## config.mk

```make
export PLATFORM = sky130hd
export DESIGN_NAME = navigation_mode_state_machine_core
export DESIGN_NICKNAME = d
export VERILOG_FILES = /design/src/sv/nmsm_pkg.sv /design/src/sv/nmsm_front.sv /design/src/sv/nmsm_cmdq.sv /design/src/sv/nmsm_back.sv /design/src/sv/navigation_mode_state_machine_core.sv
export SDC_FILE = /design/constraint.sdc
export NUM_CORES = 1
export LEC_CHECK = 0
export ABC_AREA = 1
export BUFFER_PORTS_ARGS = -buffer_cell sky130_fd_sc_hd__clkbuf_2
export CAP_MARGIN = 5
export CELL_PAD_IN_SITES_DETAIL_PLACEMENT = 0
export CELL_PAD_IN_SITES_GLOBAL_PLACEMENT = 1
export CORE_AREA = 2 2 224 314
export DETAILED_ROUTE_END_ITERATION = 6
export DIE_AREA = 0 0 226 316
export PLACE_DENSITY_LB_ADDON = 0.1
export SYNTH_ARGS = -nofsm -noshare
export SYNTH_HDL_FRONTEND = slang
export SYNTH_SLANG_ARGS = --single-unit
```

## constraint.sdc

```tcl
create_clock -name clk -period 12.3 [get_ports clk]
set_input_delay 1.23 -clock clk [delete_from_list [all_inputs] [get_ports clk]]
set_output_delay 1.23 -clock clk [all_outputs]
set_load 0.02 [all_outputs]
```

## src/sv/nmsm_pkg.sv

```systemverilog
// Shared types, codes and constants of the navigation mode state machine.
`timescale 1ns / 1ps
`default_nettype none
package nmsm_pkg;

  // Navigation modes
  localparam logic [2:0] MODE_FORWARD   = 3'd0;
  localparam logic [2:0] MODE_CAUTIOUS  = 3'd1;
  localparam logic [2:0] MODE_AVOIDING  = 3'd2;
  localparam logic [2:0] MODE_ESCAPE    = 3'd3;
  localparam logic [2:0] MODE_EMERGENCY = 3'd4;
  localparam logic [2:0] MODE_BLOCKED   = 3'd5;

  // Danger levels
  localparam logic [2:0] DANGER_SAFE      = 3'd0;
  localparam logic [2:0] DANGER_CAUTION   = 3'd1;
  localparam logic [2:0] DANGER_AVOID     = 3'd2;
  localparam logic [2:0] DANGER_BLOCKED   = 3'd3;
  localparam logic [2:0] DANGER_EMERGENCY = 3'd4;
  localparam logic [2:0] DANGER_UNKNOWN   = 3'd5;

  // Move actions
  localparam logic [2:0] ACT_FORWARD     = 3'd0;
  localparam logic [2:0] ACT_CURVE_LEFT  = 3'd1;
  localparam logic [2:0] ACT_CURVE_RIGHT = 3'd2;
  localparam logic [2:0] ACT_BACKWARD    = 3'd3;
  localparam logic [2:0] ACT_STOP        = 3'd4;

  // Turn sides
  localparam logic [1:0] SIDE_NONE  = 2'd0;
  localparam logic [1:0] SIDE_LEFT  = 2'd1;
  localparam logic [1:0] SIDE_RIGHT = 2'd2;

  // Motion profiles
  localparam logic [1:0] PROF_NORMAL    = 2'd0;
  localparam logic [1:0] PROF_CAUTIOUS  = 2'd1;
  localparam logic [1:0] PROF_ESCAPE    = 2'd2;
  localparam logic [1:0] PROF_EMERGENCY = 2'd3;

  // Register indexes
  localparam logic [2:0] REG_MIN_DWELL   = 3'd0;
  localparam logic [2:0] REG_AVOID_COOL  = 3'd1;
  localparam logic [2:0] REG_BLOCKED_LIM = 3'd2;
  localparam logic [2:0] REG_ENABLES     = 3'd3;
  localparam logic [2:0] REG_LOW_CONF    = 3'd4;
  localparam logic [2:0] REG_SPEED_TABLE = 3'd5;
  localparam logic [2:0] REG_AVOID_ANGLE = 3'd6;
  localparam logic [2:0] REG_ESC_ANGLE   = 3'd7;

  // Enable bits
  localparam int EN_OVERRIDE = 0;
  localparam int EN_ADAPT    = 1;
  localparam int EN_PERSIST  = 2;

  // Register reset values
  localparam logic [15:0] RST_MIN_DWELL   = 16'd500;
  localparam logic [15:0] RST_AVOID_COOL  = 16'd1000;
  localparam logic [7:0]  RST_BLOCKED_LIM = 8'd5;
  localparam logic [2:0]  RST_ENABLES     = 3'd7;
  localparam logic [15:0] RST_LOW_CONF    = 16'd9830;
  localparam logic [23:0] RST_SPEED_TABLE = 24'h408080;
  localparam logic [11:0] RST_AVOID_ANGLE = 12'd480;
  localparam logic [11:0] RST_ESC_ANGLE   = 12'd1440;

  localparam logic [7:0]  SPEED_MAX    = 8'd128;
  localparam logic [11:0] ANGLE_MAX    = 12'd2880;
  localparam logic [15:0] CONF_ONE     = 16'd32768;
  localparam logic [7:0]  RUN_MAX      = 8'd255;
  // floor(x / 10) = (x * DIV10_MULT) >> DIV10_SHIFT, exact for x below 2^18
  localparam logic [17:0] DIV10_MULT   = 18'd209716;
  localparam int          DIV10_SHIFT  = 21;

  typedef struct packed {
    logic [15:0] min_dwell_ms;
    logic [15:0] avoid_cooldown_ms;
    logic [7:0]  blocked_limit;
    logic [2:0]  mode_enables;
    logic [15:0] low_confidence_level;
    logic [23:0] speed_table;
    logic [11:0] avoid_angle;
    logic [11:0] escape_angle;
  } cfg_t;

  // Classified frame handed from the front to the back
  typedef struct packed {
    logic [2:0]  target;
    logic        override_hit;
    logic [15:0] confidence;
    logic [31:0] time_ms;
    logic        coin_bit;
  } cls_t;

  // Finished decision
  typedef struct packed {
    logic [2:0]         nav_mode;
    logic [2:0]         move_action;
    logic [1:0]         turn_side;
    logic [1:0]         motion_profile;
    logic [7:0]         speed_out;
    logic signed [12:0] turn_angle;
    logic               override_hit;
    logic               escape_active;
    logic               avoid_active;
    logic               persist_flag;
    logic [15:0]        confidence_out;
  } res_t;

endpackage
`default_nettype wire

```

## src/sv/nmsm_front.sv

```systemverilog
// Front stage: accept a frame, map danger to a target mode and adapt confidence.
`timescale 1ns / 1ps
`default_nettype none
module nmsm_front (
  input  wire logic                clk,
  input  wire logic                rst,
  input  wire nmsm_pkg::cfg_t      cfg,
  input  wire logic                take,
  input  wire logic [2:0]          danger_level,
  input  wire logic                emergency_seen,
  input  wire logic signed [17:0]  raw_confidence,
  input  wire logic [31:0]         time_ms,
  input  wire logic                coin_bit,
  input  wire logic                q_full,
  output logic                     busy,
  output logic                     out_valid,
  output nmsm_pkg::cls_t           out_item
);

  logic           stage_valid;
  nmsm_pkg::cls_t stage_item;
  nmsm_pkg::cls_t cls;
  logic [15:0]    clamped;
  logic [17:0]    times7;
  logic [35:0]    prod;
  logic [2:0]     base_target;
  logic           ovr;

  // Clamp to 0..1.0 and, when adaptation is enabled, scale by 0.7 below the threshold
  always_comb begin
    if (raw_confidence[17]) begin
      clamped = '0;
    end else if (raw_confidence > $signed({2'b00, nmsm_pkg::CONF_ONE})) begin
      clamped = nmsm_pkg::CONF_ONE;
    end else begin
      clamped = raw_confidence[15:0];
    end
    times7 = {clamped, 2'b00} + {1'b0, clamped, 1'b0} + {2'b00, clamped};
    prod   = times7 * nmsm_pkg::DIV10_MULT;
  end

  always_comb begin
    unique case (danger_level)
      nmsm_pkg::DANGER_CAUTION:   base_target = nmsm_pkg::MODE_CAUTIOUS;
      nmsm_pkg::DANGER_AVOID:     base_target = nmsm_pkg::MODE_AVOIDING;
      nmsm_pkg::DANGER_BLOCKED:   base_target = nmsm_pkg::MODE_ESCAPE;
      nmsm_pkg::DANGER_EMERGENCY: base_target = nmsm_pkg::MODE_EMERGENCY;
      nmsm_pkg::DANGER_UNKNOWN:   base_target = nmsm_pkg::MODE_CAUTIOUS;
      default:                    base_target = nmsm_pkg::MODE_FORWARD;
    endcase
    ovr = cfg.mode_enables[nmsm_pkg::EN_OVERRIDE] &&
          (emergency_seen || danger_level == nmsm_pkg::DANGER_EMERGENCY);

    cls.target       = ovr ? nmsm_pkg::MODE_EMERGENCY : base_target;
    cls.override_hit = ovr;
    if (cfg.mode_enables[nmsm_pkg::EN_ADAPT] && clamped < cfg.low_confidence_level) begin
      cls.confidence = {1'b0, prod[35:nmsm_pkg::DIV10_SHIFT]};
    end else begin
      cls.confidence = clamped;
    end
    cls.time_ms  = time_ms;
    cls.coin_bit = coin_bit;
  end

  // Hold the staged frame while the queue is full
  assign busy      = stage_valid && q_full;
  assign out_valid = stage_valid;
  assign out_item  = stage_item;

  always_ff @(posedge clk) begin
    if (rst) begin
      stage_valid <= 1'b0;
    end else if (take) begin
      stage_valid <= 1'b1;
    end else if (!q_full) begin
      stage_valid <= 1'b0;
    end
  end

  always_ff @(posedge clk) begin
    if (take) begin
      stage_item <= cls;
    end
  end

endmodule
`default_nettype wire

```

## src/sv/nmsm_cmdq.sv

```systemverilog
// Four-entry queue of classified frames between front and back.
`timescale 1ns / 1ps
`default_nettype none
module nmsm_cmdq (
  input  wire logic           clk,
  input  wire logic           rst,
  input  wire logic           wr_valid,
  input  wire nmsm_pkg::cls_t wr_item,
  output logic                q_full,
  input  wire logic           rd_take,
  output logic                rd_valid,
  output nmsm_pkg::cls_t      rd_item
);

  localparam int Depth = 4;

  nmsm_pkg::cls_t          mem [Depth];
  logic [1:0]              wp;
  logic [1:0]              rp;
  logic [2:0]              count;
  logic                    wr;
  logic                    rd;

  assign q_full   = (count == 3'(Depth));
  assign rd_valid = (count != 3'd0);
  assign rd_item  = mem[rp];
  assign wr       = wr_valid && !q_full;
  assign rd       = rd_take && rd_valid;

  always_ff @(posedge clk) begin
    if (rst) begin
      wp    <= '0;
      rp    <= '0;
      count <= '0;
    end else begin
      if (wr) begin
        wp <= wp + 2'd1;
      end
      if (rd) begin
        rp <= rp + 2'd1;
      end
      if (wr && !rd) begin
        count <= count + 3'd1;
      end else if (rd && !wr) begin
        count <= count - 3'd1;
      end
    end
  end

  always_ff @(posedge clk) begin
    if (wr) begin
      mem[wp] <= wr_item;
    end
  end

endmodule
`default_nettype wire

```

## src/sv/nmsm_back.sv

```systemverilog
// Back stage: mode state, change gating, decision build and result buffer.
`timescale 1ns / 1ps
`default_nettype none
module nmsm_back (
  input  wire logic           clk,
  input  wire logic           rst,
  input  wire nmsm_pkg::cfg_t cfg,
  input  wire logic           in_valid,
  input  wire nmsm_pkg::cls_t in_item,
  output logic                in_take,
  input  wire logic           res_pop,
  output logic                res_empty,
  output nmsm_pkg::res_t      res_item
);

  logic [2:0]     current_mode;
  logic [31:0]    mode_entry_time;
  logic [31:0]    cooldown_until;
  logic [1:0]     last_turn;
  logic [7:0]     escape_run;

  nmsm_pkg::res_t rbuf [2];
  logic           wp;
  logic           rp;
  logic [1:0]     rcount;

  logic [2:0]     escalated;
  logic [31:0]    elapsed;
  logic           may_change;
  logic [2:0]     tgt;
  logic [1:0]     side;
  logic [11:0]    ang;
  logic [7:0]     spd_normal;
  logic [7:0]     spd_cautious;
  logic [7:0]     spd_escape;
  nmsm_pkg::res_t res;
  logic           rd;

  function automatic logic [7:0] sat_speed(input logic [7:0] v);
    sat_speed = (v > nmsm_pkg::SPEED_MAX) ? nmsm_pkg::SPEED_MAX : v;
  endfunction

  function automatic logic [11:0] sat_angle(input logic [11:0] v);
    sat_angle = (v > nmsm_pkg::ANGLE_MAX) ? nmsm_pkg::ANGLE_MAX : v;
  endfunction

  assign in_take = in_valid && (rcount != 2'd2);

  always_comb begin
    escalated = (escape_run >= cfg.blocked_limit) ? nmsm_pkg::MODE_BLOCKED : in_item.target;
    elapsed   = in_item.time_ms - mode_entry_time;
    if (escalated == current_mode || escalated == nmsm_pkg::MODE_EMERGENCY) begin
      may_change = 1'b1;
    end else if (in_item.time_ms < cooldown_until) begin
      may_change = 1'b0;
    end else begin
      may_change = (elapsed >= {16'd0, cfg.min_dwell_ms});
    end
    tgt = may_change ? escalated : current_mode;

    if (tgt == nmsm_pkg::MODE_AVOIDING) begin
      side = (last_turn == nmsm_pkg::SIDE_LEFT) ? nmsm_pkg::SIDE_RIGHT : nmsm_pkg::SIDE_LEFT;
    end else if (tgt == nmsm_pkg::MODE_ESCAPE) begin
      side = in_item.coin_bit ? nmsm_pkg::SIDE_RIGHT : nmsm_pkg::SIDE_LEFT;
    end else begin
      side = nmsm_pkg::SIDE_NONE;
    end

    spd_normal   = sat_speed(cfg.speed_table[7:0]);
    spd_cautious = sat_speed(cfg.speed_table[15:8]);
    spd_escape   = sat_speed(cfg.speed_table[23:16]);

    ang = '0;
    res = '0;
    unique case (tgt)
      nmsm_pkg::MODE_FORWARD: begin
        res.move_action    = nmsm_pkg::ACT_FORWARD;
        res.motion_profile = nmsm_pkg::PROF_NORMAL;
        res.speed_out      = spd_normal;
      end
      nmsm_pkg::MODE_CAUTIOUS: begin
        res.move_action    = nmsm_pkg::ACT_FORWARD;
        res.motion_profile = nmsm_pkg::PROF_CAUTIOUS;
        res.speed_out      = spd_cautious;
      end
      nmsm_pkg::MODE_AVOIDING: begin
        res.move_action    = (side == nmsm_pkg::SIDE_LEFT) ? nmsm_pkg::ACT_CURVE_LEFT
                                                            : nmsm_pkg::ACT_CURVE_RIGHT;
        res.motion_profile = nmsm_pkg::PROF_CAUTIOUS;
        res.speed_out      = spd_cautious;
        ang                = sat_angle(cfg.avoid_angle);
      end
      nmsm_pkg::MODE_ESCAPE: begin
        res.move_action    = nmsm_pkg::ACT_BACKWARD;
        res.motion_profile = nmsm_pkg::PROF_ESCAPE;
        res.speed_out      = spd_escape;
        ang                = sat_angle(cfg.escape_angle);
      end
      nmsm_pkg::MODE_EMERGENCY: begin
        res.move_action    = nmsm_pkg::ACT_STOP;
        res.motion_profile = nmsm_pkg::PROF_EMERGENCY;
        res.speed_out      = '0;
      end
      default: begin
        res.move_action    = nmsm_pkg::ACT_STOP;
        res.motion_profile = nmsm_pkg::PROF_NORMAL;
        res.speed_out      = '0;
      end
    endcase

    res.nav_mode       = tgt;
    res.turn_side      = side;
    res.turn_angle     = (side == nmsm_pkg::SIDE_LEFT) ? -$signed({1'b0, ang})
                                                       : $signed({1'b0, ang});
    res.override_hit   = in_item.override_hit;
    res.escape_active  = (tgt == nmsm_pkg::MODE_ESCAPE);
    res.avoid_active   = (tgt == nmsm_pkg::MODE_AVOIDING);
    res.persist_flag   = cfg.mode_enables[nmsm_pkg::EN_PERSIST] &&
                         (tgt >= nmsm_pkg::MODE_AVOIDING);
    res.confidence_out = in_item.confidence;
  end

  // Mode state advances once per frame taken
  always_ff @(posedge clk) begin
    if (rst) begin
      current_mode    <= nmsm_pkg::MODE_FORWARD;
      mode_entry_time <= '0;
      cooldown_until  <= '0;
      last_turn       <= nmsm_pkg::SIDE_NONE;
      escape_run      <= '0;
    end else if (in_take) begin
      if (tgt != current_mode) begin
        current_mode    <= tgt;
        mode_entry_time <= in_item.time_ms;
        if (tgt == nmsm_pkg::MODE_AVOIDING) begin
          cooldown_until <= in_item.time_ms + {16'd0, cfg.avoid_cooldown_ms};
        end
      end
      if (side != nmsm_pkg::SIDE_NONE) begin
        last_turn <= side;
      end
      if (tgt == nmsm_pkg::MODE_ESCAPE) begin
        if (escape_run != nmsm_pkg::RUN_MAX) begin
          escape_run <= escape_run + 8'd1;
        end
      end else begin
        escape_run <= '0;
      end
    end
  end

  // Two-entry result buffer
  assign res_empty = (rcount == 2'd0);
  assign res_item  = rbuf[rp];
  assign rd        = res_pop && !res_empty;

  always_ff @(posedge clk) begin
    if (rst) begin
      wp     <= 1'b0;
      rp     <= 1'b0;
      rcount <= '0;
    end else begin
      if (in_take) begin
        wp <= ~wp;
      end
      if (rd) begin
        rp <= ~rp;
      end
      if (in_take && !rd) begin
        rcount <= rcount + 2'd1;
      end else if (rd && !in_take) begin
        rcount <= rcount - 2'd1;
      end
    end
  end

  always_ff @(posedge clk) begin
    if (in_take) begin
      rbuf[wp] <= res;
    end
  end

endmodule
`default_nettype wire

```

## src/sv/navigation_mode_state_machine_core.sv

```systemverilog
// Top level of the navigation mode state machine: config registers, front, queue, back.
//
// Usage
//   Input channel: one obstacle report (a beat) per frame. A beat is taken at a
//   rising edge with push high and full low.
//   Result channel: one navigation decision per input beat, in order. The
//   oldest decision sits on the result ports while empty is low and is taken
//   at a rising edge with pop high and empty low.
//   Config port: cfg_we writes cfg_data into register cfg_index at the edge;
//   write only while no frame is in flight.
// Path: a taken beat loads the front stage register at the taking edge, then the
//   four-entry classified-frame queue, then its decision enters the back decision
//   buffer, each step waiting while the next one is full.
// Throughput: one beat per cycle each way while pop stays high; the back stage
//   keeps one decision per cycle since its mode state feeds back through one register.
// Stall: when pop stays low the two-entry result buffer fills, the back stage
//   holds, the queue fills, and full rises after up to seven beats are held.
// Reset: rst (synchronous, active high) returns the mode state to forward,
//   clears timers and counters, empties all queues and loads register defaults.
`timescale 1ns / 1ps
`default_nettype none
module navigation_mode_state_machine_core (
  input  wire logic               clk,
  input  wire logic               rst,
  // configuration
  input  wire logic               cfg_we,
  input  wire logic [2:0]         cfg_index,
  input  wire logic [23:0]        cfg_data,
  // input queue side
  input  wire logic               push,
  output logic                    full,
  input  wire logic [2:0]         danger_level,
  input  wire logic               emergency_seen,
  input  wire logic signed [17:0] raw_confidence,
  input  wire logic [31:0]        time_ms,
  input  wire logic               coin_bit,
  // result queue side
  output logic                    empty,
  input  wire logic               pop,
  output logic [2:0]              nav_mode,
  output logic [2:0]              move_action,
  output logic [1:0]              turn_side,
  output logic [1:0]              motion_profile,
  output logic [7:0]              speed_out,
  output logic signed [12:0]      turn_angle,
  output logic                    override_hit,
  output logic                    escape_active,
  output logic                    avoid_active,
  output logic                    persist_flag,
  output logic [15:0]             confidence_out
);

  nmsm_pkg::cfg_t cfg;
  logic           take;
  logic           front_busy;
  logic           front_valid;
  nmsm_pkg::cls_t front_item;
  logic           q_full;
  logic           q_valid;
  nmsm_pkg::cls_t q_item;
  logic           back_take;
  nmsm_pkg::res_t res;

  // Configuration registers; out-of-range bits of cfg_data are dropped
  always_ff @(posedge clk) begin
    if (rst) begin
      cfg.min_dwell_ms         <= nmsm_pkg::RST_MIN_DWELL;
      cfg.avoid_cooldown_ms    <= nmsm_pkg::RST_AVOID_COOL;
      cfg.blocked_limit        <= nmsm_pkg::RST_BLOCKED_LIM;
      cfg.mode_enables         <= nmsm_pkg::RST_ENABLES;
      cfg.low_confidence_level <= nmsm_pkg::RST_LOW_CONF;
      cfg.speed_table          <= nmsm_pkg::RST_SPEED_TABLE;
      cfg.avoid_angle          <= nmsm_pkg::RST_AVOID_ANGLE;
      cfg.escape_angle         <= nmsm_pkg::RST_ESC_ANGLE;
    end else if (cfg_we) begin
      unique case (cfg_index)
        nmsm_pkg::REG_MIN_DWELL:   cfg.min_dwell_ms         <= cfg_data[15:0];
        nmsm_pkg::REG_AVOID_COOL:  cfg.avoid_cooldown_ms    <= cfg_data[15:0];
        nmsm_pkg::REG_BLOCKED_LIM: cfg.blocked_limit        <= cfg_data[7:0];
        nmsm_pkg::REG_ENABLES:     cfg.mode_enables         <= cfg_data[2:0];
        nmsm_pkg::REG_LOW_CONF:    cfg.low_confidence_level <= cfg_data[15:0];
        nmsm_pkg::REG_SPEED_TABLE: cfg.speed_table          <= cfg_data;
        nmsm_pkg::REG_AVOID_ANGLE: cfg.avoid_angle          <= cfg_data[11:0];
        nmsm_pkg::REG_ESC_ANGLE:   cfg.escape_angle         <= cfg_data[11:0];
        default: begin
        end
      endcase
    end
  end

  // Front takes a beat unless its stage is stuck behind a full queue
  assign full = front_busy;
  assign take = push && !front_busy;

  nmsm_front u_front (
    .clk            (clk),
    .rst            (rst),
    .cfg            (cfg),
    .take           (take),
    .danger_level   (danger_level),
    .emergency_seen (emergency_seen),
    .raw_confidence (raw_confidence),
    .time_ms        (time_ms),
    .coin_bit       (coin_bit),
    .q_full         (q_full),
    .busy           (front_busy),
    .out_valid      (front_valid),
    .out_item       (front_item)
  );

  nmsm_cmdq u_cmdq (
    .clk      (clk),
    .rst      (rst),
    .wr_valid (front_valid),
    .wr_item  (front_item),
    .q_full   (q_full),
    .rd_take  (back_take),
    .rd_valid (q_valid),
    .rd_item  (q_item)
  );

  nmsm_back u_back (
    .clk       (clk),
    .rst       (rst),
    .cfg       (cfg),
    .in_valid  (q_valid),
    .in_item   (q_item),
    .in_take   (back_take),
    .res_pop   (pop),
    .res_empty (empty),
    .res_item  (res)
  );

  assign nav_mode       = res.nav_mode;
  assign move_action    = res.move_action;
  assign turn_side      = res.turn_side;
  assign motion_profile = res.motion_profile;
  assign speed_out      = res.speed_out;
  assign turn_angle     = res.turn_angle;
  assign override_hit   = res.override_hit;
  assign escape_active  = res.escape_active;
  assign avoid_active   = res.avoid_active;
  assign persist_flag   = res.persist_flag;
  assign confidence_out = res.confidence_out;

  // Stop modes never command motion
  a_stop_no_speed: assert property (@(posedge clk) disable iff (rst)
    (!empty && (nav_mode == nmsm_pkg::MODE_EMERGENCY || nav_mode == nmsm_pkg::MODE_BLOCKED))
      |-> (speed_out == 8'd0))
    else $error("stop mode with nonzero speed");

  // No turn side means no turn angle
  a_no_side_no_angle: assert property (@(posedge clk) disable iff (rst)
    (!empty && turn_side == nmsm_pkg::SIDE_NONE) |-> (turn_angle == 13'sd0))
    else $error("turn angle without a turn side");

  // Persistence only flags the avoidance family of modes
  a_persist_mode: assert property (@(posedge clk) disable iff (rst)
    (!empty && persist_flag) |-> (nav_mode >= nmsm_pkg::MODE_AVOIDING))
    else $error("persist flag on a forward or cautious mode");

endmodule
`default_nettype wire
```

# Word-level counts from Yosys, hierarchy flattened
# Memory sizes are Yosys's and may differ from the RTL's. A register that Yosys moved wholly into a read port is not among the register bits.
# Index checks and enable logic that the tools add are counted.
# Widths: inputs -> output; s select.
[word_totals]
register_bits = 249
latchBits = 0
ram_bits = 314
rom_bits = 0
inputBits = 87
out_inout_bits = 53
wordCells = 162
n_memories = 2
[memory_table]
columns = ["memory", "words", "word_bits", "read_ports", "rd_clocked_by_memory_dff", "write_ports", "line", "text"]
rows = [
  ["u_cmdq.mem", 4, 53, 1, 1, 1, "nmsm_cmdq.sv:17", "nmsm_pkg::cls_t mem [Depth];"],
  ["u_back.rbuf", 2, 51, 1, 1, 1, "nmsm_back.sv:22", "nmsm_pkg::res_t rbuf [2];"],
]
[classes]
n_addsub = 12
multipliers = 1
div = 0
n_lt_le_gt_ge = 11
n_eq_ne = 26
n_shift = 0
mux = 38
bitwise = 2
reduce_logical = 44
[op_table]
columns = ["op", "count"]
rows = [
  ["$mux 8", 5],
  ["$pmux 10 s4", 1],
  ["$mul 18x16->34 const B", 1],
  ["$add 32x16->32", 1],
  ["$ge 32x16->1", 1],
  ["$lt 32x32->1", 1],
  ["$mux 16", 2],
  ["$sub 32x32->32", 1],
  ["$eq 3x3->1 const B", 9],
  ["$gt 12x12->1 const B", 2],
  ["$gt 8x8->1 const B", 3],
  ["$mux 12", 2],
  ["$pmux 12 s2", 1],
  ["$reduce_and 2->1", 11],
  ["$add 18x16->18", 1],
  ["$add 18x17->18", 1],
  ["$eq 3x2->1 const B", 6],
  ["$gt 18x17->1 const B", 1],
  ["$mux 2", 9],
  ["$lt 16x16->1", 1],
  ["$mux 15", 1],
  ["$logic_and 1x1->1", 13],
  ["$mux 13", 1],
  ["$neg 12->13", 1],
  ["26 further kinds", 58],
]

# Depth between registers and ports, before layout
[depth]
depth_word = 12
depth_mapped = 51
mapped_depth_nobuf = 50

# Modules after synthesis
# Synthesis repeated with hierarchy kept, for this count alone.
[unflattened]
hier_cells = 3980
area_unflattened_um2 = 34894.7
[modules_own_cells]
columns = ["mod", "n_inst", "cells_each", "area_each_um2", "seq_area_each_um2"]
rows = [
  ["nmsm_back", 1, 1684, 12837.3, 4644.5],
  ["nmsm_front", 1, 1124, 9382.7, 1611.5],
  ["nmsm_cmdq", 1, 582, 8519.4, 6546.3],
  ["navigation_mode_state_machine_core", 1, 590, 4155.2, 2142.1],
]

# Worst setup path after synthesis
# No wires, ideal clock.
[synth_timing]
path_kind = "input port to flip-flop"
start = "input raw_confidence[7]"
end = "register u_front.stage_item, in the netlist u_front.out_item[44], data pin"
t_arrival_ps = 9300
required_ps = 12031
slack_ps = 2731
cell_stages = 48
path_buffers = 1
path_cell_list = "nor4_1 > nand4_1 > nand2_1 > nand2_1 > inv_1 > buf_2 > nand2_1 > inv_1 > nor2_1 > a21oi_1 > ha_1 > ha_1 > inv_1 > nor3_1 > a21oi_1 > or2_2 > nand2_1 > a21oi_1 > [12 not listed] > fa_1 > inv_1 > fa_1 > fa_1 > inv_1 > fa_1 > inv_1 > ha_1 > nand2_1 > inv_1 > nand2_1 > nor3_1 > o211ai_1 > nand2_1 > nand4_1 > o21ai_0 > xor2_1 > o21ai_0"
[synth_rtl]
columns = ["element", "line", "text"]
rows = [
  ["from (decl)", "navigation_mode_state_machine_core.sv:34", "input wire logic signed [17:0] raw_confidence,"],
  ["to (signal assigned)", "nmsm_front.sv:82", "stage_item <= cls;"],
  ["to (decl)", "nmsm_front.sv:21", "nmsm_pkg::cls_t stage_item;"],
]

==> parameters.txt <==
Parameter                              Value

Drt
  WL/cell    approximately 19 um
  1st-pass router iterations    5
  DRC marker count from the first detailed-route iteration    1702
  Total DRC errors in the routed layout    0
  Total wire length    approximately 90000 um
  Drt via density    ~5.3
  Routed vias    25260
  Final antenna-violating net count    0

Worst setup path
  Worst Path Required    ~13 ns
  Slowest cell delay on critical path    0.55 ns
  Register-to-register setup slack    ~4.9 ns
  Maximum fanout count along the critical path    11
  Startpoint type of the worst setup path    primary input
  Endpoint type of the worst setup path    flip-flop
  Critical path's top delay family    adder cells
  Count of cells along the worst register-to-register path    32
  Buffers and inverters on the worst path    7
  Arrival time at the worst endpoint    between 10 and 15 ns
  Worst Setup Path Type    primary input to flip-flop
  Slowest stage cell, crit path    fa_1
  RR Endpoint    u_back.cooldown_until[15]

Die
  Core Area    between 60000 and 70000 um2
  Total die area    just over 70000 um2
  Die extent in x    between 200 and 250 um
  Initial cell density of the core    between 40% and 50%
  Rows    around 110
  Ports    140
  DIE HEIGHT    ~320 um

STA
  Ratio of final minimum period to clock period    81.88%
  Setup repair after global routing missed its margin    false
  Final number of hold-violating endpoints    0
  Actual slew at the worst max-slew pin    ~1.1 ns
  Final critical-path required period    between 10 and 15 ns
  Final-layout setup total negative slack    0 ns
  Slew Viols, Final    0
  Clock tree skew after final layout    between 0.05 and 0.06 ns
  Relative max-transition margin    a little over a quarter
  Count of final setup violators    0
  Fmax    0.09929 GHz

Synth
  Most area-consuming cells after synthesis    edfxtp_1, dfxtp_1, ha_1, nand2_1, inv_1
  Syn_area_per_cell    9.075 um2
  Combined area of all synthesized cells    about 33000 um2
  Number of enable flip-flop cells after synthesis    roughly 370
  Sequential area share after synthesis    44.90%
  Yosys warns    0
  Fraction of synthesis flops using an asynchronous set or reset pin    0%
  Gate Count Post-Synth    between 3000 and 4000
  Post-Synthesis Net Count    4151
  Cell with the most instances after synthesis    nand2_1
  Top cells by count, synth    nand2_1, inv_1, edfxtp_1, nor2_1, ha_1
  Synthesis-stage register bit count    566
  Distinct cell type count of the synthesized netlist    56
  Fraction of synthesized cell area taken by the top area cell type    between 30 and 40%
  Dominant synthesized flop cell    edfxtp_1
  Cell taking the most area after synthesis    edfxtp_1

GRT
  Wire length of the first global-routing pass    between 100000 and 150000 um
  Number of global-route vias before repair    between 20000 and 30000
  Global route overflow    0
  Maximum number of pins on one net before global-route repair    between 100 and 150
  Global router's overall resource usage    25.61%
  Number of antenna violations at the first check in global routing    0

Clocking
  # Post-CTS Setup Buffers    0
  Clock Sink Count    566
  Clock tree buffer depth    3
  Clock tree from TritonCTS    built
  CTS Buf Count    54
  Clock latency on the worst-skew pair    0.65 ns
  Quantity of gates resized following cts    0
  Number of buffers inserted for hold repair after clock tree synthesis    0
  Clock tree root buffer cell    clkbuf_16
  Clock Pin Slew Worst Setup and Hold Paths    approximately 0.060 ns
  H-Tree Level Count    2

Place
  Placement Cell Area    approximately 35000 um2
  Post-detail-place hpwl    approximately 68000 um
  Routability cong.    slightly above 0.9
  Number of I/O port buffers    about 140

Hold path
  Min-Delay Path Depth    2
  Hold Crit Endpoint    u_back.cooldown_until[30]
  Worst hold path startpoint    u_back.cooldown_until[30]
  Class of the tightest hold or removal check    flip-flop to flip-flop

Layout
  Final Instance Area    36950 um2
  Area of the multi-input gates    roughly 16000 um2
  Layout overhead on the synthesized area    10.59%
  Layout cells sized above 1    a little under a tenth
  Area used by sequential logic in the layout    between 15000 and 20000 um2
  Fillcell total    6322
  Net count of the finished layout    4275
  Count of inserted antenna diode cells    0

Status
  Run status    finished, final reports clean

Power
  Static Leak    around 17 nW
  Max rail drop VDD    about 230 uV
  P per Cell Area    roughly 280 nW/um2

Job
  Maximum Capacitance Violations    0
-- cells in the final DEF (no fill, tap or decap), types with 51 or more instances in the layout --
master,instances
inv_1,599
clkbuf_2,139
dfxtp_1,197
nor2_1,328
clkbuf_16,54
fa_1,100
o21ai_0,255
nand2_1,644
nand3_1,103
a21oi_1,248
ha_1,282
edfxtp_1,367
mux2_2,51
xor2_1,70
-- layout make-up --
class / count / area share, %
sequential: 566 / 40.62
clock inverter: 30 / 1.033
tap: 928 / 3.142
timing repair buffer: 163 / 2.370
clock buffer: 70 / 3.928
multi-input combinational: 2400 / 42.58
inverter: 621 / 6.328
-- worst reg2reg max path: cells and delay by family, from the launching register on --
| kind | cells | cell delay (ns) |
|---|---|---|
| compound gates | 5 | 1.40 |
| xor+xnor | 1 | 0.20 |
| fa+ha+maj | 2 | 0.67 |
| buf+inv | 5 | 2.23 |
| flops | 1 | 0.48 |
| simple gates | 19 | 2.28 |
-- how the worst max path moves through the flow --
stage / startpoint / end / slack (ns) / cells after the start
finish: raw_confidence[3] / u_front.out_item[36] / 2.23 / 41
global route: raw_confidence[7] / u_front.out_item[44] / 1.34 / 45
CTS: raw_confidence[7] / u_front.out_item[36] / 2.41 / 41
detailed placement: raw_confidence[7] / u_front.out_item[44] / 1.77 / 45
global placement: raw_confidence[7] / u_front.out_item[44] / 1.91 / 45
floorplan: raw_confidence[7] / u_front.out_item[44] / 2.73 / 48
-- sequential cells by signal (all words and copies together) (netlist names), named ones only --
| name | flops |
|---|---|
| u_back.escape_run | 8 |
| u_back.rp | 1 |
| cfg | 107 |
| u_front.out_item | 53 |
| u_back.current_mode | 3 |
| u_cmdq.count | 3 |
| u_back.rcount | 2 |
| u_back.mode_entry_time | 32 |
| u_front.out_valid | 1 |
| u_cmdq.rp | 2 |
| u_back.rbuf | 102 |
| u_back.cooldown_until | 32 |
| u_back.wp | 1 |
| u_back.last_turn | 2 |
| u_cmdq.wp | 2 |
| u_cmdq.mem | 212 |
-- stage by stage --
step | utilization [%] | total power [W] | std cells | setup slack (ns) | hold slack, ns
global route | 53.86 | 0.01134 | 4778 | 1.337 | 0.4797
CTS | 53.86 | 0.01046 | 4778 | 2.407 | 0.4563
floorplan | - | 0.007077 | 3682 | 2.731 | 0.4225
finish | 53.86 | 0.01038 | 4778 | 2.229 | 0.4582
global placement | 51.19 | 0.008621 | 4678 | 1.914 | 0.4441
detailed placement | 51.19 | 0.008711 | 4678 | 1.765 | 0.4462
-- logic make-up after synthesis --
family	synth area share [%]
compound gates	10.95
mux	1.719
xor+xnor	2.647
buf+inv	8.137
simple gates	15.09
flops	44.90
fa+ha+maj	16.55
-- routing by layer --
layer  vias up  part of all wire, %  track usage (%)  wire [um]
met5         -                    0                0          0
met4         0                  3.2            8.504       2862
met3       139                  3.4            2.221       3057
met2       547                   51            45.76      45500
met1     12110                   43            32.61      38680
li1      12460                    -                -          -
-- where the power goes --
part	internal [W]	total [W]	switching [W]
clock network	0.000967	0.00171	0.000746
logic	0.00198	0.00592	0.00394
registers	0.00260	0.00275	0.000158
Note: power is estimated with default switching activity, not from simulation.
